`src/design/arh_ram.sv`:
```
// ----------------------------------------------------------------------------
// arh_ram
// Generic simple dual-port RAM: one write port, one read port, and registered
// read data.
// ----------------------------------------------------------------------------
module arh_ram #(
  parameter int unsigned WIDTH = 32,
  parameter int unsigned DEPTH = 64
) (
  input  logic                                  clk,
  input  logic                                  we,
  input  logic [(DEPTH > 1 ? $clog2(DEPTH) : 1)-1:0] waddr,
  input  logic [WIDTH-1:0]                      wdata,
  input  logic                                  re,
  input  logic [(DEPTH > 1 ? $clog2(DEPTH) : 1)-1:0] raddr,
  output logic [WIDTH-1:0]                      rdata
);

  logic [WIDTH-1:0] mem [DEPTH];

  always_ff @(posedge clk) begin
    if (we) begin
      mem[waddr] <= wdata;
    end
    if (re) begin
      rdata <= mem[raddr];
    end
  end

endmodule

```
`config.mk`:
```
export PLATFORM = sky130hd
export DESIGN_NAME = arh_ram
export DESIGN_NICKNAME = d
export VERILOG_FILES = /design/src/design/arh_ram.sv
export SDC_FILE = /design/constraint.sdc
export NUM_CORES = 2
export LEC_CHECK = 0
export BUFFER_PORTS_ARGS = -buffer_cell sky130_fd_sc_hd__buf_2
export CORE_MARGIN = 5
export CORE_UTILIZATION = 60
export DETAILED_ROUTE_END_ITERATION = 8
export GPL_ROUTABILITY_DRIVEN = 0
export PLACE_DENSITY = 0.84
export SLEW_MARGIN = 20
export SYNTH_ARGS = -nofsm -noshare
export SYNTH_HDL_FRONTEND = slang
export SYNTH_SLANG_ARGS = --single-unit
export TNS_END_PERCENT = 20
```
`constraint.sdc`:
```
create_clock -name clk -period 4.75 [get_ports clk]
set_input_delay 0.2375 -clock clk [delete_from_list [all_inputs] [get_ports clk]]
set_output_delay 0.2375 -clock clk [all_outputs]
set_load 0.02 [all_outputs]
```
# After elaboration in Yosys (flattened, before gate mapping)
# Memories as Yosys holds them, arrays and structs flattened. A register that Yosys moved wholly into a read port is not among the register bits.
# Cells that the tools add are included.
dict set report op_classes {
  muxes 2
}
# op count
set op_table {}
lappend op_table {{1-bit two-way mux} 2}
dict set report word_totals {
  register_bits 0
  ram_bits 2048
  inputBits 47
  out_inout_bits 32
  wordCells 3
  memories 1
}
# name depth width read_ports rd_clocked_by_memory_dff write_ports line_no
set memory_table {}
lappend memory_table {mem 64 32 1 1 1 19} ;# logic [WIDTH-1:0] mem [DEPTH];

# Logic depth before layout (Yosys ltp)
dict set report logic_depth {
  word_depth 2
  ltp_mapped 10
  depth_no_buf 5
}

# Worst setup path before layout
# No wires, ideal clock.
dict set report synth_path {
  path_kind {in2reg}
  from {input port waddr[3] in the netlist's numbering}
  to {memory mem[48][0] (enable)}
  setup_time_ps 461
  arrival_time_ps 2936
  required_time_ps 4289
  setup_slack_ps 1353
  path_stages 4
  n_path_buf 1
  path_cell_list {clkbuf_1 nor2b_1 nand4b_1 nor3_1}
}
# item line_no
set synth_lines {}
lappend synth_lines {{from (decl)} 12} ;# input logic [(DEPTH > 1 ? $clog2(DEPTH) : 1)-1:0] waddr,
lappend synth_lines {{to (decl)} 19}
# Straight into the memory's write port.

==> flow_summary.yaml <==
outcome:
  status: "finished with violations"
  violations: "negative hold slack"
synth:
  ys_warn_count: 0
  synth.largest_area_cell: "edfxtp_1"
  synth.distinct_cells: 33
  synth_seq_cells: 2080
  async_flop_share_pct: 0
  avgSynthCellArea_um2: 23.72
  synth_top_area_share_pct: 79.23
  synth_edf_count: 2080
  ys_seq_area_share_pct: 79.23
  synth_flop_cell: "edfxtp_1"
  synth_area_leaders: "edfxtp_1, mux4_2, mux2i_1"
  syn_area_um2: 78840
  synth_fp_nets: 3371
  syn_inst: 3324
sta:
  post-route-period-util_pct: 63.46
  rsz0062_at_grt: "false"
  slew_headroom_pct: 19.27
  finalCriticalPeriod_ps: 3015
  skew_ps: 29.11
  setup_viol: 0
  holdWs_ps: -6.109
  max_freq_mhz: 331.7
  slew_viol_final: 0
  setup_tns_ps: 0
  finalHoldViolCount: 11
  worst_slack_ps: 1735
  worstMarginPinSlew_ps: 1208
grt:
  grt_first_pass_wirelength_um: 320800
  antenna_found_initial: 22
  overflow: 0
  grt_pass1_vias: 41666
  grt_max_degree: 71
  grt_use_total_pct: 33.77
power_and_ir_drop:
  peakVddDrop_uv: 392.4
  power_leakage_nw: 27.44
  total_power_mw: 37.57
  p_per_area_nw_per_um2: 425.0
worst_setup_path:
  crit_type: "in2reg"
  cp_max_fo: 68
  endpoint_kind: "flip-flop"
  reg2reg_from: "mem[31][9]$_DFFE_PP_"
  path_cells: "buf_8, buf_12, buf_4, mux4_2, mux4_2, o22ai_1, nor2_1"
  crit_required_ps: 5290
  ff2ff_setup_slack_ps: 2030
  crit_start: "raddr[1]"
  cpMaxStageDelayCell: "o22ai_1"
  critical_path.max_stage_delay_ps: 830
  crit_top_cell: "mux4_2"
  crit_arrival_ps: 3550
  worst_setup_path_start_kind: "primary input"
placement:
  preCtsSetupSlack_ps: 953.1
  io_buffers: 78
  dp_hpwl_um: 119000
clock_tree:
  post_cts_buffers: 0
  cts_resized: 0
  cts_sinks: 2080
  h-tree-depth: 4
  cts_root_buf: "clkbuf_16"
  clkTransAtPathRegs_ps: 70
  clock_path_buffers: 3
  cts_buffers: 189
  cts_tree: "done"
  clock_latency_ps: 820
detailed_routing:
  drc: 0
  dr.pass1.iters: 6
  ant_nets: 0
  drt_iter0_markers: 7744
  vias: 40720
  wirelength_um: 230300
  viasPerCell: 7.451
  wl_per_cell_um: 42.14
min_path:
  min_path_type: "in2reg"
  hp-start: "wdata[15]"
floorplanning:
  start_util_pct: 60.20
  core_um2: 131000
  die_w_um: 372.5
  io_pins: 79
  dieArea_um2: 138700
  die_h_um: 372.5
  placementRows: 133
cells_and_area:
  syn2layout_area_growth_pct: 12.12
  layout-drive-gt1-share_pct: 29.19
  final_common_cell: "edfxtp_1"
  nets: 3591
  layout_common_cells: "edfxtp_1, mux4_2, clkbuf_16"
  final_core_util_pct: 67.49
run:
  maxCapViolations: 0
==> per-layer routing <==
layer	vias up	track usage [%]	routed length [um]
li1	14733	-	-
met3	1002	10.43	34900
met2	4335	53.27	110100
met4	20	18.45	16400
met1	20630	42.61	68540
met5	-	0	307
==> logic make-up (layout without fill, tap and decap cells) <==
kind of cell,count (synthesis),after routing,synth area share [%]
other,0,13,0
DFF,2080,2080,79.23
AOI/OAI and AO/OA,202,202,1.666
and+or+nand+nor,223,223,1.260
muxes,637,637,16.72
buffers and inverters,182,555,1.124
==> cells in the mapped netlist, types with 12 or more instances <==
library cell,instances
a22oi_1,12
mux4_2,544
clkbuf_1,74
o22ai_1,84
nor2b_1,15
buf_1,21
a21oi_1,62
buf_2,57
nand2_1,26
edfxtp_1,2080
buf_4,25
nor2_1,137
mux2i_1,93
o221ai_1,27
==> report_power, final <==
group | total (mW) | switching, mW | internal [mW]
logic | 1.97 | 1.30 | 0.679
clock network | 15.2 | 6.84 | 8.31
registers | 20.4 | 0.0877 | 20.4
total | 37.6 | 8.22 | 29.3
==> layout make-up <==
class / count / area [um^2]
Sequential cell: 2080 / 62460
Fill cell: 7324 / 42570
Multi-Input combinational cell: 1062 / 15970
Clock buffer: 232 / 4997
Tap cell: 1755 / 2196
Timing Repair Buffer: 211 / 1722
Clock inverter: 112 / 1016
Antenna cell: 13 / 32.53
==> timing repair <==
item	in CTS	in global routing
setup endpoints to repair	0	0
endpoints found under the hold margin	0	101
hold buffers	0	7
==> sequential cells by signal, summed over array words and instances, names as in the netlist <==
| name | cells |
|---|---|
| rdata | 32 |
| mem | 2048 |
==> metrics by stage <==
| step | area (um^2) | std cells |
|---|---|---|
| floorplan | 78840 | 3324 |
| global placement | 82190 | 5100 |
| detailed placement | 82190 | 5100 |
| CTS | 88200 | 5444 |
| global route | 88360 | 5454 |
| finish | 88390 | 5465 |
==> worst paths after layout <==
check,end,depth (start not counted)
max,rdata[2]$_DFFE_PP_,7
min,mem[6][15]$_DFFE_PP_,1
max reg2reg,rdata[9]$_DFFE_PP_,4
min reg2reg,rdata[8]$_DFFE_PP_,4
==> worst max-delay path, delay by kind of cell <==
| kind | cells | cell delay [ps] |
|---|---|---|
| buffers and inverters | 3 | 1330 |
| multiplexers | 2 | 910 |
| AO/OA/AOI/OAI | 1 | 830 |
| AND/OR/NAND/NOR | 1 | 120 |
Power figures use the tool's default switching activity.
