`src/design/arh_pkg.sv`:
```
// ----------------------------------------------------------------------------
// arh_pkg
// Shared constants and types for the auto-ranging histogram.
// ----------------------------------------------------------------------------
package arh_pkg;

  // Width of the bin-count configuration register and of the bin_cnt_t type.
  localparam int unsigned CFG_W     = 7;
  // Width of the bin index carried on each result beat.
  localparam int unsigned BIN_IDX_W = 6;
  // Reset value of the bin-count register.
  localparam logic [CFG_W-1:0] NUM_BINS_RESET = 7'd10;

  typedef logic [CFG_W-1:0] bin_cnt_t;

endpackage

```
`src/design/arh_div.sv`:
```
// ----------------------------------------------------------------------------
// arh_div
// Restoring divider: an unsigned range divided by a bin count, one quotient
// bit per cycle.
// ----------------------------------------------------------------------------
module arh_div
  import arh_pkg::*;
#(
  parameter int unsigned W = 32
) (
  input  logic             clk,
  input  logic             rst_n,
  input  logic             start,
  input  logic [W-1:0]     dividend,
  input  bin_cnt_t         divisor,
  output logic             done,
  output logic [W-1:0]     quotient
);

  localparam int unsigned SW = $clog2(W + 1);

  logic [W-1:0]     q_r, q_nxt;
  logic [CFG_W-1:0] rem_r, rem_nxt;
  bin_cnt_t         dvs_r, dvs_nxt;
  logic [SW-1:0]    step_r, step_nxt;
  logic             busy_r, busy_nxt;
  logic             done_r, done_nxt;
  logic [CFG_W:0]   trial;

  always_comb begin
    q_nxt    = q_r;
    rem_nxt  = rem_r;
    dvs_nxt  = dvs_r;
    step_nxt = step_r;
    busy_nxt = busy_r;
    done_nxt = done_r;
    trial    = {rem_r, q_r[W-1]};
    if (start) begin
      q_nxt    = dividend;
      rem_nxt  = '0;
      dvs_nxt  = divisor;
      step_nxt = '0;
      busy_nxt = 1'b1;
      done_nxt = 1'b0;
    end else if (busy_r) begin
      // The remainder always stays below the divisor, so it fits CFG_W bits.
      if (trial >= {1'b0, dvs_r}) begin
        rem_nxt = CFG_W'(trial - {1'b0, dvs_r});
        q_nxt   = {q_r[W-2:0], 1'b1};
      end else begin
        rem_nxt = trial[CFG_W-1:0];
        q_nxt   = {q_r[W-2:0], 1'b0};
      end
      step_nxt = step_r + 1'b1;
      if (step_r == SW'(W - 1)) begin
        busy_nxt = 1'b0;
        done_nxt = 1'b1;
      end
    end
  end

  always_ff @(posedge clk) begin
    if (!rst_n) begin
      busy_r <= 1'b0;
      done_r <= 1'b0;
      step_r <= '0;
    end else begin
      busy_r <= busy_nxt;
      done_r <= done_nxt;
      step_r <= step_nxt;
    end
    q_r   <= q_nxt;
    rem_r <= rem_nxt;
    dvs_r <= dvs_nxt;
  end

  assign done     = done_r;
  assign quotient = q_r;

endmodule

```
`config.mk`:
```
export PLATFORM = sky130hd
export DESIGN_NAME = arh_div
export DESIGN_NICKNAME = d
export VERILOG_FILES = /design/src/design/arh_pkg.sv /design/src/design/arh_div.sv
export SDC_FILE = /design/constraint.sdc
export NUM_CORES = 1
export LEC_CHECK = 0
export BUFFER_PORTS_ARGS = -buffer_cell sky130_fd_sc_hd__buf_2
export CORE_ASPECT_RATIO = 1.5
export CORE_UTILIZATION = 49
export CTS_BUF_LIST = sky130_fd_sc_hd__clkbuf_8
export DETAILED_ROUTE_END_ITERATION = 12
export MAX_ROUTING_LAYER = met4
export PLACE_DENSITY = 0.79
export SLEW_MARGIN = 25
export SYNTH_ARGS = -nofsm -noshare
export SYNTH_HDL_FRONTEND = slang
export SYNTH_SLANG_ARGS = --single-unit
```
`constraint.sdc`:
```
create_clock -name clk -period 2.1 [get_ports clk]
set_clock_uncertainty 0.2 [all_clocks]
set_input_delay 0.315 -clock clk [delete_from_list [all_inputs] [get_ports clk]]
set_output_delay 0.315 -clock clk [all_outputs]
set_load 0.05 [all_outputs]
```
### Word level (Yosys, flattened, before mapping)

Cells that the tools add are included.

* add/sub/neg operators: 2
* order comparisons: 1
* equality and inequality tests: 1
* mux-type cells: 7
* bitwise operators: 1
* reductions and logical operators: 3

Operator list (count)
* $mux W32: 2
* $ge A8 B7 Y1: 1
* $mux W7: 1
* $sub A7 B7 Y7: 1
* $add A6 B1 Y6 const B: 1
* $eq A6 B5 Y1 const B: 1
* $mux W1: 4
* $reduce_and A2 Y1: 1
* $reduce_bool A2 Y1: 1
* $reduce_or A2 Y1: 1
* $not A1 Y1: 1

* bits in registers: 54
* input port bits: 42
* output and inout bits: 33
* logic and storage cells: 21

### Logic depth before layout (Yosys ltp)

* depth in word-level cells: 4
* depth in mapped cells: 7
* depth with buffers taken out: 7

### Least setup slack after synthesis

Ideal clock, no wire load.

* kind: register to register
* start point: register q_r[31] (netlist: quotient[31])
* end point: register rem_r[3]
* setup time: 0.115 ns
* arrival: 2.297 ns
* data required time: 1.785 ns
* slack: -0.512 ns
* stages on the path, launching flop included: 8
* path buffers: 0
* path through: edfxtp_1 inv_1 ha_1 fa_1 nand2b_1 a211o_4 a41o_1 a31o_1

* word-level cells in the longest chain between the ends: 2
* elaborated cells on any way between the ends: 3

Ends and longest elaborated chain
* start, declared: line arh_div.sv:22 `logic [W-1:0] q_r, q_nxt;`
* start signal, assigned: line arh_div.sv:72 `q_r <= q_nxt;`
* $sub A7 B7 Y7 / $ge A8 B7 Y1 (equally long branches): line arh_div.sv:48, arh_div.sv:47
* $mux W7 *: line arh_div.sv:47 `if (trial >= {1'b0, dvs_r}) begin`
* end signal, assigned: line arh_div.sv:73 `rem_r <= rem_nxt;`
* end, declared: line arh_div.sv:23 `logic [CFG_W-1:0] rem_r, rem_nxt;`

Every way passes the cells marked *; elsewhere a longest branch is shown, timed or not.
A chain may end at the register's enable or synchronous reset.

### Worst setup path in the final report

* start point: register q_r[31] (netlist: quotient[31])
* end point: register rem_r[4]

Same word-level chain as after synthesis.

==> results by group <==
Placed design
  – Placement Cell Area: 3210 um^2
  – IO Port Bufs: between 70 and 80
  – GP Congestion: around 0.8
  – Placement Setup Slack: -0.0432 ns
  – DP Wirelength: approximately 3800 um
  – Placed Cells: 355

Timing
  – Actual slew at the worst max-slew pin: approximately 0.73 ns
  – Hold slack: ~0.022 ns
  – Post-route setup TNS: -0.154 ns
  – Slew Limit Headroom: roughly 51%
  – Final period util: 104%
  – Worst Slack Setup Final: -0.0737 ns
  – Achievable Freq: between 400 and 500 MHz
  – Setup violators final: 4
  – Final hold vios: 0
  – RSZ-0062 raised after global routing: true
  – Minimum clock period: around 2.2 ns
  – Pins Over Slew Limit: 0

Synthesis
  – Top_reg_cell synth: edfxtp_1
  – Yosys top cell by area: edfxtp_1
  – Largest family of logic cells by synthesized area: multiplexers
  – Simple-gate share of the synthesized area: 12.7%
  – Multiplexer share of the synthesized area: around 14%
  – Yosys Warn Count: 0
  – Register area share after synthesis: approximately 54%
  – Post-Synth Adder-Cell Area: under 10%
  – XOR/XNOR share of the synthesized area: just under 2%
  – Synthesized area: between 2000 and 3000 um^2
  – Syn avg cell area: about 13 um^2
  – EDFF count, synth: 39
  – Number of synthesized register bits: 54
  – Cell variety after synth: 47
  – FFs w/ async S/R, synth: 0%
  – Post-Syn Instances: about 210
  – Synth area leaders: edfxtp_1, mux2_2, dfxtp_1, ha_1, nor3b_1
  – Post-synth top area share: 43.1%
  – Compound-Gate Fraction of Synth Area: under 10%
  – Net Count, Synth: between 200 and 300

Final layout
  – Fin cells: between 300 and 400
  – Final-stage net count: between 300 and 400
  – Design Area, Final: roughly 3400 um^2
  – Area Growth Syn to Fin: 25.2%
  – Antenna cells: 0
  – Final Util: 64.8%
  – Layout cells sized above 1: 46.4%

Clock tree
  – Clock transition at the registers of the reported paths: approximately 0.10 ns
  – Clock sinks: 54
  – CTS tree: built
  – Postcts setup bufs: 0
  – CTS Buf Count: 5
  – # H-tree levels: 2
  – Maximum clock path buffer count: 2
  – Worst-Skew Late Latency: between 0.3 and 0.4 ns
  – CTS Root Cell: clkbuf_8

Critical path
  – Crit-path max cell delay: between 0.3 and 0.4 ns
  – Critical path, cell by cell: inv_1 -> ha_2 -> fa_2 -> nand2b_4 -> a211o_4 -> a41o_1 -> a31o_1
  – R2r startpoint: quotient[31]$_DFFE_PP_
  – Crit. End Element: register
  – Setup CP Type: reg2reg
  – Max FO, Critical Path: 6
  – CP startpoint kind: register
  – R2R Setup Slk: -0.07 ns
  – Crit. Startpoint: quotient[31]$_DFFE_PP_
  – Critical-path cell with the highest stage delay: edfxtp_1
  – CP arrival: about 2.2 ns
  – CP required: between 2 and 2.5 ns

Power
  – Final Total Pwr: around 2.7 mW
  – Maximum vdd drop: approximately 0.7 mV
  – Pwr dens: slightly below 800 nW/um^2
  – Leakage: roughly 1.4 nW

Min path
  – Hold crit path type: in2reg
  – Hold Path Origin: rst_n

Floorplan
  – # IOs: 75
  – Core area: roughly 5200 um^2
  – Die width: between 60 and 70 um
  – FP Rows: 32
  – Chip Height: around 93 um
  – Die Area: 5850 um^2
  – Starting Density: between 50% and 60%

Detailed routing
  – DRC violations left: 0
  – Via density: 5.49
  – Routed via count: ~2000
  – DRT iter0 DRCs: 90
  – Total wire length: between 5000 and 6000 um
  – Drt wl/cell: between 10 and 15 um
  – First-pass DRT Iterations: 4
  – Routed Antenna Nets: 0

Global route
  – GR Overflow Total: 0
  – Initial antenna violation count: 0
  – Number of global-route vias before repair: between 1500 and 2000
  – Largest net degree at the start of global routing: 39
  – First-pass GRT wire length: 8600 um
  – Aggregate global-route resource usage: between 10% and 20%

Run status
  – Violated checks: negative setup slack
  – Run status: complete, but fails checks

Job
  – Max-Cap Viols: 0
## report_power, final
part	internal, mW	switching (mW)
clock network	0.353	0.344
registers	1.25	0.0458
logic	0.237	0.433
total	1.84	0.823
## layer usage
| layer | vias up | GRT usage, % | wire length, um |
|---|---|---|---|
| li1 | 975 | - | - |
| met1 | 958 | 22.0 | 2160 |
| met2 | 82 | 32.4 | 2730 |
| met3 | 15 | 3.41 | 299 |
| met4 | 0 | 11.6 | 178 |
| met5 | - | - | 0 |
## sequential cells by signal (all words and copies together) (netlist names)
signal	flops
quotient	32
done	1
busy_r	1
step_r	6
dvs_r	7
rem_r	7
## layout make-up
| type | instances | area (um^2) |
|---|---|---|
| Fill cell | 395 | 1840 |
| Sequential cell | 54 | 1470 |
| Multi-Input combinational cell | 139 | 1180 |
| Timing Repair Buffer | 91 | 515 |
| Tap cell | 68 | 85.1 |
| Clock buffer | 5 | 68.8 |
| Clock inverter | 3 | 40.0 |
| Inverter | 10 | 37.5 |
## cell usage after synthesis (4+ instances only)
cell type,instances
inv_1,10
ha_1,8
nor3b_1,8
buf_2,7
dfxtp_1,15
nor2b_1,4
mux2_2,32
xor2_1,4
clkbuf_1,4
edfxtp_1,39
nand2_1,10
nor2_1,13
## repair_timing
item / CTS / global route
setup endpoints to repair: 2 / 8
gates resized for setup: 0 / 3
hold buffers: 7 / 0
pin swaps: 1 / 0
hold endpoints to repair: 7 / 0
## path summary, 6_finish.rpt
kind,end,depth (start not counted)
max,rem_r[4]$_SDFFE_PP0P_,7
min,busy_r$_SDFF_PN0_,2
max reg2reg,rem_r[4]$_SDFFE_PP0P_,7
min reg2reg,done$_SDFFE_PP0P_,2
## critical path, delay by kind of cell (launching register included)
| kind | cells | cell delay (ns) |
|---|---|---|
| AOI/OAI and AO/OA | 3 | 0.78 |
| adders and majority gates | 2 | 0.52 |
| DFF | 1 | 0.36 |
| and+or+nand+nor | 1 | 0.15 |
| buffers and inverters | 1 | 0.06 |
## kinds of logic after synthesis
logic type,Yosys count
AOI/OAI and AO/OA,32
xor gates and xnor gates,6
adders and majority gates,9
buffers and inverters,21
DFF,54
muxes,33
and+or+nand+nor,59
## cells in the final DEF, fill, tap and decap left out, types with 2 or more instances in the layout
cell type / count
nand2_1: 10
or3_1: 2
a41o_1: 2
ha_1: 6
xor2_1: 4
ha_2: 2
dlygate4sd3_1: 7
a31o_1: 2
o21a_1: 2
o311ai_1: 3
nand4_1: 3
a211oi_1: 3
or3b_2: 2
o21ai_0: 2
inv_1: 11
buf_4: 10
or2_2: 2
buf_2: 74
clkbuf_8: 5
o21ai_1: 2
nand3b_1: 2
o31ai_2: 2
nor2_1: 13
a41oi_1: 2
xnor2_1: 2
nor3_1: 2
a211oi_2: 2
a21oi_1: 2
nand3_2: 2
nor2b_1: 4
dfxtp_1: 15
edfxtp_1: 39
nor3b_1: 8
nand2b_1: 2
mux2_2: 32
Power figures use the tool's default switching activity.
